### src/time_weighted_window_average_defines.svh
// Assertion macros for the time-weighted window average block.
// Included by the top level; needs clk_i and rst_ni in scope.
`ifndef TIME_WEIGHTED_WINDOW_AVERAGE_DEFINES_SVH
`define TIME_WEIGHTED_WINDOW_AVERAGE_DEFINES_SVH
`ifndef SYNTH
// Same-cycle implication under reset.
`define TWA_ASSERT_IMP(label, ante, cons) \
  label: assert property (@(posedge clk_i) disable iff (!rst_ni) (ante) |-> (cons)) \
    else $error("assertion failed");
// Next-cycle implication under reset.
`define TWA_ASSERT_NXT(label, ante, cons) \
  label: assert property (@(posedge clk_i) disable iff (!rst_ni) (ante) |=> (cons)) \
    else $error("assertion failed");
`else
`define TWA_ASSERT_IMP(label, ante, cons)
`define TWA_ASSERT_NXT(label, ante, cons)
`endif
`endif

### src/twa_pkg.sv
// Shared widths and operation codes for the time-weighted window average.
// No dependencies.
package twa_pkg;
  localparam int unsigned LUX_W  = 24;
  localparam int unsigned TIME_W = 48;
  localparam int unsigned WIN_W  = 32;
  localparam int unsigned ACC_W  = 56;

  typedef enum logic [1:0] {
    FUNC_OBSERVE = 2'd0,
    FUNC_RESET   = 2'd1,
    FUNC_CLEAR   = 2'd2
  } func_e;
endpackage

### src/twa_div.sv
// Restoring divider, one quotient bit per cycle, for the window average.
// Depends on twa_pkg.
module twa_div (
  input  logic                      clk_i,
  input  logic                      rst_ni,
  input  logic                      start_i,
  input  logic [twa_pkg::ACC_W-1:0] dividend_i,
  input  logic [twa_pkg::WIN_W-1:0] divisor_i,
  output logic                      done_o,
  output logic [twa_pkg::LUX_W-1:0] quotient_o
);
  import twa_pkg::*;

  localparam int unsigned CntW = $clog2(ACC_W);

  logic             busy_q;
  logic [CntW-1:0]  cnt_q;
  logic [WIN_W-1:0] rem_q;
  logic [WIN_W-1:0] div_q;
  logic [ACC_W-1:0] quo_q;
  logic [WIN_W:0]   shifted;
  logic [WIN_W:0]   diff;
  logic             ge;

  // Shift in the next dividend bit and trial-subtract
  assign shifted = {rem_q, quo_q[ACC_W-1]};
  assign diff    = shifted - {1'b0, div_q};
  assign ge      = shifted >= {1'b0, div_q};

  always_ff @(posedge clk_i or negedge rst_ni) begin
    if (!rst_ni) begin
      busy_q <= 1'b0;
      cnt_q  <= '0;
      done_o <= 1'b0;
    end else begin
      if (start_i) begin
        busy_q <= 1'b1;
        cnt_q  <= '0;
        done_o <= 1'b0;
      end else if (busy_q) begin
        cnt_q <= cnt_q + 1'b1;
        if (cnt_q == CntW'(ACC_W - 1)) begin
          busy_q <= 1'b0;
          done_o <= 1'b1;
        end else begin
          done_o <= 1'b0;
        end
      end else begin
        done_o <= 1'b0;
      end
    end
  end

  // Datapath
  always_ff @(posedge clk_i) begin
    if (start_i) begin
      rem_q <= '0;
      div_q <= divisor_i;
      quo_q <= dividend_i;
    end else if (busy_q) begin
      rem_q <= ge ? diff[WIN_W-1:0] : shifted[WIN_W-1:0];
      quo_q <= {quo_q[ACC_W-2:0], ge};
    end
  end

  assign quotient_o = quo_q[LUX_W-1:0];
endmodule

### config.mk
export PLATFORM = sky130hd
export DESIGN_NAME = twa_div
export DESIGN_NICKNAME = d
export VERILOG_FILES = /design/src/time_weighted_window_average_defines.svh /design/src/twa_pkg.sv /design/src/twa_div.sv
export SDC_FILE = /design/constraint.sdc
export NUM_CORES = 1
export LEC_CHECK = 0
export BUFFER_PORTS_ARGS = -buffer_cell sky130_fd_sc_hd__buf_2
export CAP_MARGIN = 20
export CORE_MARGIN = 8
export CORE_UTILIZATION = 57
export CTS_CLUSTER_SIZE = 24
export DETAILED_ROUTE_END_ITERATION = 16
export GPL_TIMING_DRIVEN = 0
export HOLD_SLACK_MARGIN = 0.03
export PLACE_DENSITY = 0.83
export SLEW_MARGIN = 10
export SYNTH_ARGS = -nofsm -noshare
export SYNTH_HDL_FRONTEND = slang
export SYNTH_SLANG_ARGS = --single-unit
### constraint.sdc
create_clock -name clk_i -period 3.18 [get_ports clk_i]
set_clock_uncertainty 0.15 [all_clocks]
set_input_delay 0.318 -clock clk_i [delete_from_list [all_inputs] [get_ports clk_i]]
set_output_delay 0.318 -clock clk_i [all_outputs]
set_load 0.05 [all_outputs]
==> impl_metrics.tcl <==
set metrics [dict create \
    ys_async_sr_fraction_pct 6.25 \
    grt_pass1_vias 5754 \
    status "finished, final reports clean" \
    cts_sinks 128 \
    tightest_slew_ns 0.779 \
    cp-start-kind "register" \
    insertion_delay_ns 0.42 \
    power_leakage_nw 3.78 \
    coreArea_um2 12000 \
    hold_violations 0 \
    overflow 0 \
    final_max_slew_viol_count 0 \
    pwr-share-comb_pct 13.4 \
    critPathMaxFanout 3 \
    drive_gt1_share_pct 32.0 \
    antenna_left 0 \
    hold_depth 3 \
    vdd_ir_drop_max_v 0.000545 \
    ys.flop_type "edfxtp_1" \
    synth_cell_types 57 \
    worstPathArrival_ns 3.18 \
    timing.rr.end "rem_q[28]" \
    wl_per_cell_um 18.3 \
    drtIter0Drc 375 \
    antenna_found_initial 0 \
    power_mw 4.64 \
    r2r_slack_ns 0.12 \
    place.gp.congestion 0.934 \
    syn_area_per_cell_um2 11.3 \
    ys_seq_elements 128 \
    cts_max_level 4 \
    crit_path_cell_trace "inv_1 > ha_2 > fa_2 > nand2b_4 > a21oi_2 > nor3b_2 > o221ai_2 > a211o_1 > a2111oi_4 > nor2_1 > xnor2_1 > o221ai_1" \
    r2r_cells 12 \
    setup_viol 0 \
    grt_pass1_wl_mm 28.7 \
    setup_tns_ns 0 \
    p_sw_share_pct 24.5 \
    crit_type "reg2reg" \
    diodes 0 \
    powerDensity_nw_per_um2 526 \
    min_from "dividend_i[0]" \
    syn-cell-area_um2 6980 \
    slew_headroom_pct 48.0 \
    vias_per_cell 5.75 \
    cts-root-buf "clkbuf_16" \
    fin_crit_ns 3.06 \
    fin_hold_ws_ns 0.0407 \
    dp_cells 881 \
    nNetsFinal 917 \
    final_cells 952 \
    r2r_start "quo_q[55]" \
    drc 0 \
    synth_seq_area_share_pct 49.9 \
    min_to "quo_q[0]" \
    cp_slowest_cell "edfxtp_1" \
    port_buffers 115 \
    start_util_pct 58.3 \
    wirelength_mm 17.4 \
    die_w_um 127 \
    grt_max_degree 43 \
    min_path_type "in2reg" \
    row_count 40 \
    pre_cts_slack_ns -0.204 \
    fmaxAchievable_mhz 327 \
    crit_required_ns 3.30 \
    area.growth.synth_to_final_pct 26.4 \
    die_area_um2 16000 \
    die_h_um 127 \
    clockBufferDepth 2 \
    seqPwrFrac_pct 42.3 \
    p_clk_share_pct 44.4 \
    design_area_um2 8820 \
    grt_usage_pct 22.5 \
    cts_made_buffers 17 \
    ys_warn_count 0 \
    first_pass_iters 5 \
    place_area_um2 7760 \
    cts_tree "built" \
    final_util_pct 73.8 \
    endpoint_kind "register" \
    cpPeakStageDelay_ns 0.43 \
    synth-edff-count 88 \
    postSynthCellCount 618 \
    maxCapViolations 0 \
    worst_slack_ns 0.119 \
    synthesis.nets 743 \
    vias 5471 \
    p_int_mw 3.50 \
    switchingPower_mw 1.14 \
    place_hpwl_mm 12.1 \
    clk_pin_slew_ns 0.06 \
    ios 116 \
    fin_crit_sh_pct 96.3 \
]
timing repair:
action | CTS | global route
buffers inserted | 0 | 5
endpoints found under the hold margin | 40 | 1
hold buffers | 33 | 1
resized for setup | 4 | 13
setup endpoints to repair | 10 | 19
pin swaps | 0 | 10
layout by cell type, fill, tap and decap left out, types with 8 or more instances in the layout:
cell	n
buf_2	118
edfxtp_1	88
mux2_2	55
nand2_1	42
nor2_1	37
inv_1	36
dlygate4sd3_1	34
ha_1	32
dfxtp_1	32
buf_4	29
a21oi_1	25
clkbuf_1	20
o21ai_0	20
mux2i_1	18
xor2_1	17
clkbuf_16	17
xnor2_1	15
a211oi_1	12
nand3_1	11
a21o_1	10
a31oi_1	9
dfrtp_1	8
how the worst max path moves through the flow:
| stage | from | to | slack (ns) |
|---|---|---|---|
| final | quo_q[55] | rem_q[28] | 0.12 |
| after global routing | div_q[2] | rem_q[29] | -0.008 |
| after CTS | quo_q[55] | rem_q[28] | -0.006 |
| after detailed placement | quo_q[55] | rem_q[28] | -0.20 |
| after global placement | start_i | quo_q[12] | -0.84 |
| after floorplan | quo_q[55] | rem_q[28] | 0.41 |
state kept, by name, indices dropped and copies added (netlist names):
signal	count
quo_q	56
busy_q	1
done_o	1
cnt_q	6
rem_q	32
div_q	32
cells in the mapped netlist, types with 17 or more instances:
master / count / share of area (%)
ha_1: 33 / 5.9
mux2i_1: 18 / 2.6
nand2_1: 42 / 2.3
nor2_1: 37 / 2.0
edfxtp_1: 88 / 38
o21ai_0: 21 / 1.5
inv_1: 37 / 2.0
buf_4: 24 / 2.6
xor2_1: 17 / 2.1
dfxtp_1: 32 / 9.2
a21oi_1: 26 / 1.9
clkbuf_1: 19 / 1.0
mux2_2: 55 / 8.9
routing by layer:
metal,up-vias,global-route usage [%],part of all wire (%)
li1,2600,-,-
met1,2664,26.3,40
met2,190,37.8,50
met3,17,8.67,7.9
met4,0,6.23,1.3
met5,-,0,0
logic make-up after synthesis:
group                      count (synthesis)  synth area share, %
buffers and inverters                     86                 6.20
muxes                                     73                 11.5
AOI/OAI and AO/OA                        129                 12.6
adders and majority gates                 34                 6.20
xor gates and xnor gates                  32                 4.02
DFF                                      128                 49.9
and+or+nand+nor                          136                 9.61
cell type report:
class	instances	area [µm²]
plain buffers	49	300
clock buffers	19	433
clock inverters	13	186
fillers	836	3140
inverters	37	139
multi-input cells	404	3120
flip-flops and latches	128	3480
well taps	147	184
repair buffers	155	973
power groups by stage:
stage	clock [mW]	combinational (mW)	sequential, mW
2_1_floorplan	0	0.418	1.97
3_3_place_gp	0	0.549	1.99
3_5_place_dp	0	0.569	1.99
4_1_cts	2.08	0.611	1.96
5_1_grt	2.15	0.670	1.97
6_report	2.06	0.621	1.96
critical path: cells and delay by family, from the launching register on:
kind	cells	cell delay (ns)
fa+ha+maj	2	0.40
xor+xnor	1	0.21
flops	1	0.43
simple gates	3	0.56
buf+inv	1	0.09
compound gates	5	1.09
Note: power is estimated with default switching activity, not from simulation.
