`config.mk`:
```
export PLATFORM = sky130hd
export DESIGN_NAME = twa_ram
export DESIGN_NICKNAME = d
export VERILOG_FILES = /design/src/time_weighted_window_average_defines.svh /design/src/twa_ram.sv
export SDC_FILE = /design/constraint.sdc
export NUM_CORES = 2
export LEC_CHECK = 0
export BUFFER_PORTS_ARGS = -buffer_cell sky130_fd_sc_hd__clkbuf_2
export CAP_MARGIN = 20
export CORE_ASPECT_RATIO = 1.75
export CORE_MARGIN = 2
export CORE_UTILIZATION = 40
export DETAILED_ROUTE_END_ITERATION = 6
export PLACE_DENSITY = 0.63
export SLEW_MARGIN = 10
export SYNTH_ARGS = -nofsm -noshare
export SYNTH_HDL_FRONTEND = slang
export SYNTH_SLANG_ARGS = --single-unit
```
`constraint.sdc`:
```
create_clock -name clk_i -period 11.15 [get_ports clk_i]
set_clock_uncertainty 0.1 [all_clocks]
set_input_delay 1.115 -clock clk_i [delete_from_list [all_inputs] [get_ports clk_i]]
set_output_delay 1.115 -clock clk_i [all_outputs]
set_load 0.005 [all_outputs]
```
`src/time_weighted_window_average_defines.svh`:
```
// Assertion macros for the time-weighted window average block.
// Included by the top level; needs clk_i and rst_ni in scope.
`ifndef TIME_WEIGHTED_WINDOW_AVERAGE_DEFINES_SVH
`define TIME_WEIGHTED_WINDOW_AVERAGE_DEFINES_SVH
`ifndef SYNTH
// Same-cycle implication under reset.
`define TWA_ASSERT_IMP(label, ante, cons) \
  label: assert property (@(posedge clk_i) disable iff (!rst_ni) (ante) |-> (cons)) \
    else $error("assertion failed");
// Next-cycle implication under reset.
`define TWA_ASSERT_NXT(label, ante, cons) \
  label: assert property (@(posedge clk_i) disable iff (!rst_ni) (ante) |=> (cons)) \
    else $error("assertion failed");
`else
`define TWA_ASSERT_IMP(label, ante, cons)
`define TWA_ASSERT_NXT(label, ante, cons)
`endif
`endif

```
`src/twa_ram.sv`:
```
// Generic single-write, single-read RAM with registered read data.
// No dependencies.
module twa_ram #(
  parameter int unsigned Width = 72,
  parameter int unsigned Depth = 32
) (
  input  logic                     clk_i,
  input  logic                     we_i,
  input  logic [$clog2(Depth)-1:0] waddr_i,
  input  logic [Width-1:0]         wdata_i,
  input  logic [$clog2(Depth)-1:0] raddr_i,
  output logic [Width-1:0]         rdata_o
);
  logic [Width-1:0] mem_q [Depth];

  // Write port and registered read port
  always_ff @(posedge clk_i) begin
    if (we_i) begin
      mem_q[waddr_i] <= wdata_i;
    end
    rdata_o <= mem_q[raddr_i];
  end
endmodule

```
==> tab_implementation.tex <==
\begin{tabular}{lr}
\hline
Metric & Value \\
\hline
\multicolumn{2}{l}{\textbf{Setup path}} \\
\quad End of the worst register-to-register path & rdata\_o[2]\$\_DFF\_P\_ \\
\quad Launch instance of the worst register-to-register path & mem\_q[3][2]\$\_DFFE\_PP\_ \\
\quad Max FO, Critical Path & 26 \\
\quad Number of cells on the worst reg-to-reg path & 4 \\
\quad Critical Path Start Type & input port \\
\quad CP endpoint kind & flop \\
\quad Cell-by-cell listing of the critical path & clkbuf\_2 > nand3b\_1 > nor2\_4 > buf\_4 > buf\_4 \\
\quad CP max stage delay & 1.07 ns \\
\quad Kind of critical path & in2reg \\
\quad Arrival time of the worst setup path & 4.30 ns \\
\quad Worst setup path startpoint & waddr\_i[0] \\
\quad CP max stage cell & sky130\_fd\_sc\_hd\_\_nor2\_4 \\
\quad Cell occurring most often along the worst timing path & sky130\_fd\_sc\_hd\_\_buf\_4 \\
\quad R2R setup slack & roughly 9.0 ns \\
\quad CP required & 11.47 ns \\
\multicolumn{2}{l}{\textbf{Drt}} \\
\quad TritonRoute pass-1 iters & 7 \\
\quad Number of vias per cell after detailed routing & 5.85 \\
\quad Routed wire length & approximately 240 mm \\
\quad Detailed-route wire length per cell & 31.6 µm \\
\quad Antenna Violating Nets Remaining & 0 \\
\quad DRC & 0 \\
\quad Iteration-0 DRC Markers & 4727 \\
\quad Total vias in the final route & 43800 \\
\multicolumn{2}{l}{\textbf{Placed design}} \\
\quad Count of port buffers added during placement & 155 \\
\quad Detailed-placement wirelength estimate & 121 mm \\
\quad Global placer's final weighted congestion & between 0.7 and 0.8 \\
\multicolumn{2}{l}{\textbf{Global routing}} \\
\quad Total global routing overflow & 0 \\
\quad Overall global routing resource usage & between 20\% and 30\% \\
\quad Pin count of the biggest net entering global routing & 136 \\
\quad Antenna violations before repair & 22 \\
\quad First-pass GRT wire length & 333 mm \\
\quad Vias in the first global route & 44400 \\
\multicolumn{2}{l}{\textbf{Synth}} \\
\quad Number of standard cells after synthesis & 4208 \\
\quad Count of synthesis-stage warnings from yosys & 0 \\
\quad Cell type with the highest aggregate area in the netlist & sky130\_fd\_sc\_hd\_\_edfxtp\_1 \\
\quad Adder-Cell Fraction of Synth Area & 0\% \\
\quad Xor/xnor share of the synthesized area & 0\% \\
\quad Post-synthesis cell type count & 32 \\
\quad Number of storage elements in the synthesis netlist & 2376 \\
\quad Most instantiated library cell after synthesis & sky130\_fd\_sc\_hd\_\_edfxtp\_1 \\
\quad Net count of the mapped netlist & approximately 4300 \\
\quad Simple-gate portion of the synthesized area & 1.53\% \\
\quad Post-Syn Area & 89100 µm² \\
\quad Mean instance size in the synthesized netlist & approximately 21 µm² \\
\quad Compound-Gate Fraction of Synth Area & 4.00\% \\
\quad Main combinational cell family by area after synthesis & multiplexers \\
\quad Flip-flop cell with the highest count after synthesis & sky130\_fd\_sc\_hd\_\_edfxtp\_1 \\
\quad Share of synthesized registers carrying an async set or reset & 0\% \\
\quad Count of flip-flops with a built-in enable after synthesis & 2304 \\
\quad Area fraction of the dominant cell type after synthesis & 77.6\% \\
\quad Cell types with the highest counts after synthesis & sky130\_fd\_sc\_hd\_\_edfxtp\_1 (2304), sky130\_fd\_sc\_hd\_\_mux2i\_1 (560), sky130\_fd\_sc\_hd\_\_a22oi\_1 (367) \\
\quad Register area share after synthesis & 79.3\% \\
\quad Share of cell area taken by muxes after synthesis & about 14\% \\
\quad Top area cells in the synthesized netlist & sky130\_fd\_sc\_hd\_\_edfxtp\_1 (78\%), sky130\_fd\_sc\_hd\_\_mux4\_2 (7.5\%), sky130\_fd\_sc\_hd\_\_mux2i\_1 (6.3\%) \\
\multicolumn{2}{l}{\textbf{STA}} \\
\quad Hold Vio Cnt, Final & 0 \\
\quad Max Freq & 251 MHz \\
\quad Share of the clock period used by the worst path & 35.7\% \\
\quad Tightest Pin Transition & 1.19 ns \\
\quad Final Slew Violations & 0 \\
\quad Unrepaired setup endpoints after global routing & no \\
\quad Max-slew headroom & 20.4\% \\
\quad Final critical-path required period & 3.98 ns \\
\quad Summed negative setup slack over all endpoints & 0 ns \\
\quad Tightest hold margin & 0.538 ns \\
\quad Total of endpoints with negative setup slack in the final report & 0 \\
\multicolumn{2}{l}{\textbf{CTS}} \\
\quad Sink Count & 2376 \\
\quad Clock latency at the later pin of the worst-skew pair & 0.84 ns \\
\quad Root Buffer Master & sky130\_fd\_sc\_hd\_\_clkbuf\_16 \\
\quad TritonCTS clock tree & done \\
\quad Number of buffers inserted by post-CTS setup repair & 0 \\
\quad Largest buffer count on any clock path & 4 \\
\quad Num CTS Buffers & a little under 200 \\
\quad Hold-fix buffer count after cts & 0 \\
\quad Total number of H-tree levels & 4 \\
\quad CTS-repair resized insts & 0 \\
\quad Clock Pin Slew Worst Setup and Hold Paths & 0.07 ns \\
\multicolumn{2}{l}{\textbf{Outcome}} \\
\quad Outcome & finished, final reports clean \\
\multicolumn{2}{l}{\textbf{Hold path}} \\
\quad Hold worst-path end & rdata\_o[68]\$\_DFF\_P\_ \\
\quad Worst hold path cell count & 4 \\
\quad Hold Crit Start & mem\_q[27][68]\$\_DFFE\_PP\_ \\
\quad Class of the tightest hold or removal check & reg2reg \\
\multicolumn{2}{l}{\textbf{Finish}} \\
\quad Final-stage net count & $\sim$4500 \\
\quad Final core occ & roughly 45\% \\
\quad Final-layout fill cell count & 18400 \\
\quad Area Overhead vs Synth & 12.0\% \\
\quad Fraction of layout instances using a drive strength above 1 & 19.6\% \\
\multicolumn{2}{l}{\textbf{Power}} \\
\quad Static power due to leakage & 0.0323 µW \\
\quad Total power per unit cell area & 177 nW/µm² \\
\quad VDD IR-drop max & 0.000122 V \\
\quad Overall power & 17700 µW \\
\multicolumn{2}{l}{\textbf{Die}} \\
\quad Die footprint & approximately 230000 µm² \\
\quad Core region area & 222000 µm² \\
\quad Initial core utilization & 40.1\% \\
\quad Y dimension of the die & 628 µm \\
\quad Width of the chip & roughly 360 µm \\
\quad Rows & $\sim$230 \\
\quad Count of pins on the block boundary & 156 \\
\multicolumn{2}{l}{\textbf{Job}} \\
\quad MaxCap Viol Count & 0 \\
\hline
\end{tabular}
-- worst max-delay path: cells and delay by family --
kind	cells	cell delay (ns)
and+or+nand+nor	2	1.76
buffers and inverters	3	1.39
-- report_power, final --
| group | internal [µW] | switching, µW | leakage (µW) |
|---|---|---|---|
| clock | 3800 | 3100 | 0.00309 |
| combinational | 292 | 548 | 0.00784 |
| sequential | 9920 | 59.0 | 0.0214 |
| total | 14000 | 3700 | 0.0323 |
-- registers in the layout (all words and copies together), names as in the netlist --
name and count:
mem_q 2304, rdata_o 72
-- kinds of logic after synthesis --
family	Yosys count
mux	856
simple gates	262
compound gates	477
flops	2376
buf+inv	237
-- stage by stage --
step,cells,setup slack (ns),instance area [µm²]
detailed placement,7123,6.32,93600
finish,7486,7.17,99800
global placement,7120,6.28,93500
global route,7482,6.98,99800
floorplan,4208,5.77,89100
CTS,7478,7.20,99800
-- layer usage --
metal  GRT usage [%]  vias up  wire, µm
met5               0        -       126
met4            6.02       20      6860
met3            2.86      412     15400
met2            37.4     1749    126000
met1            25.4    23600     87700
li1                -    18000         -
-- placed cells by master (no fill, tap or decap), drive strengths merged --
cell	count
diode	8
bufinv	20
a22o	45
nand4	27
mux4	296
a21oi	6
nor2b	19
edfxtp	2304
inv	6
clkinv	72
a31oi	39
a2bb2oi	2
nor3b	1
and3	2
nand2	9
nand3	138
clkinvlp	2
nand3b	5
mux2i	560
or3	1
o21ai	6
and2	11
and3b	2
o211ai	6
a221oi	6
nor3	3
nor2	41
buf	114
or3b	3
clkbuf	406
dfxtp	72
a22oi	367
-- how the worst max path moves through the flow --
stage | to | slack, ns
after CTS | mem_q[26][62]$_DFFE_PP_ | 7.20
final | mem_q[26][62]$_DFFE_PP_ | 7.17
after global routing | rdata_o[56]$_DFF_P_ | 6.98
after detailed placement | rdata_o[57]$_DFF_P_ | 6.32
after floorplan | mem_q[12][0]$_DFFE_PP_ | 5.77
after global placement | rdata_o[57]$_DFF_P_ | 6.28
-- layout make-up --
cell class | count | area [µm²] | share of cell area, %
diodes | 8 | 20.0 | 0.0201
clock buffers | 255 | 5260 | 5.27
clock inverters | 100 | 1020 | 1.02
multi-input cells | 1595 | 17500 | 17.6
flip-flops and latches | 2376 | 70600 | 70.7
well taps | 2887 | 3610 | 3.62
repair buffers | 265 | 1760 | 1.77
(Power assumes the default switching activity.)
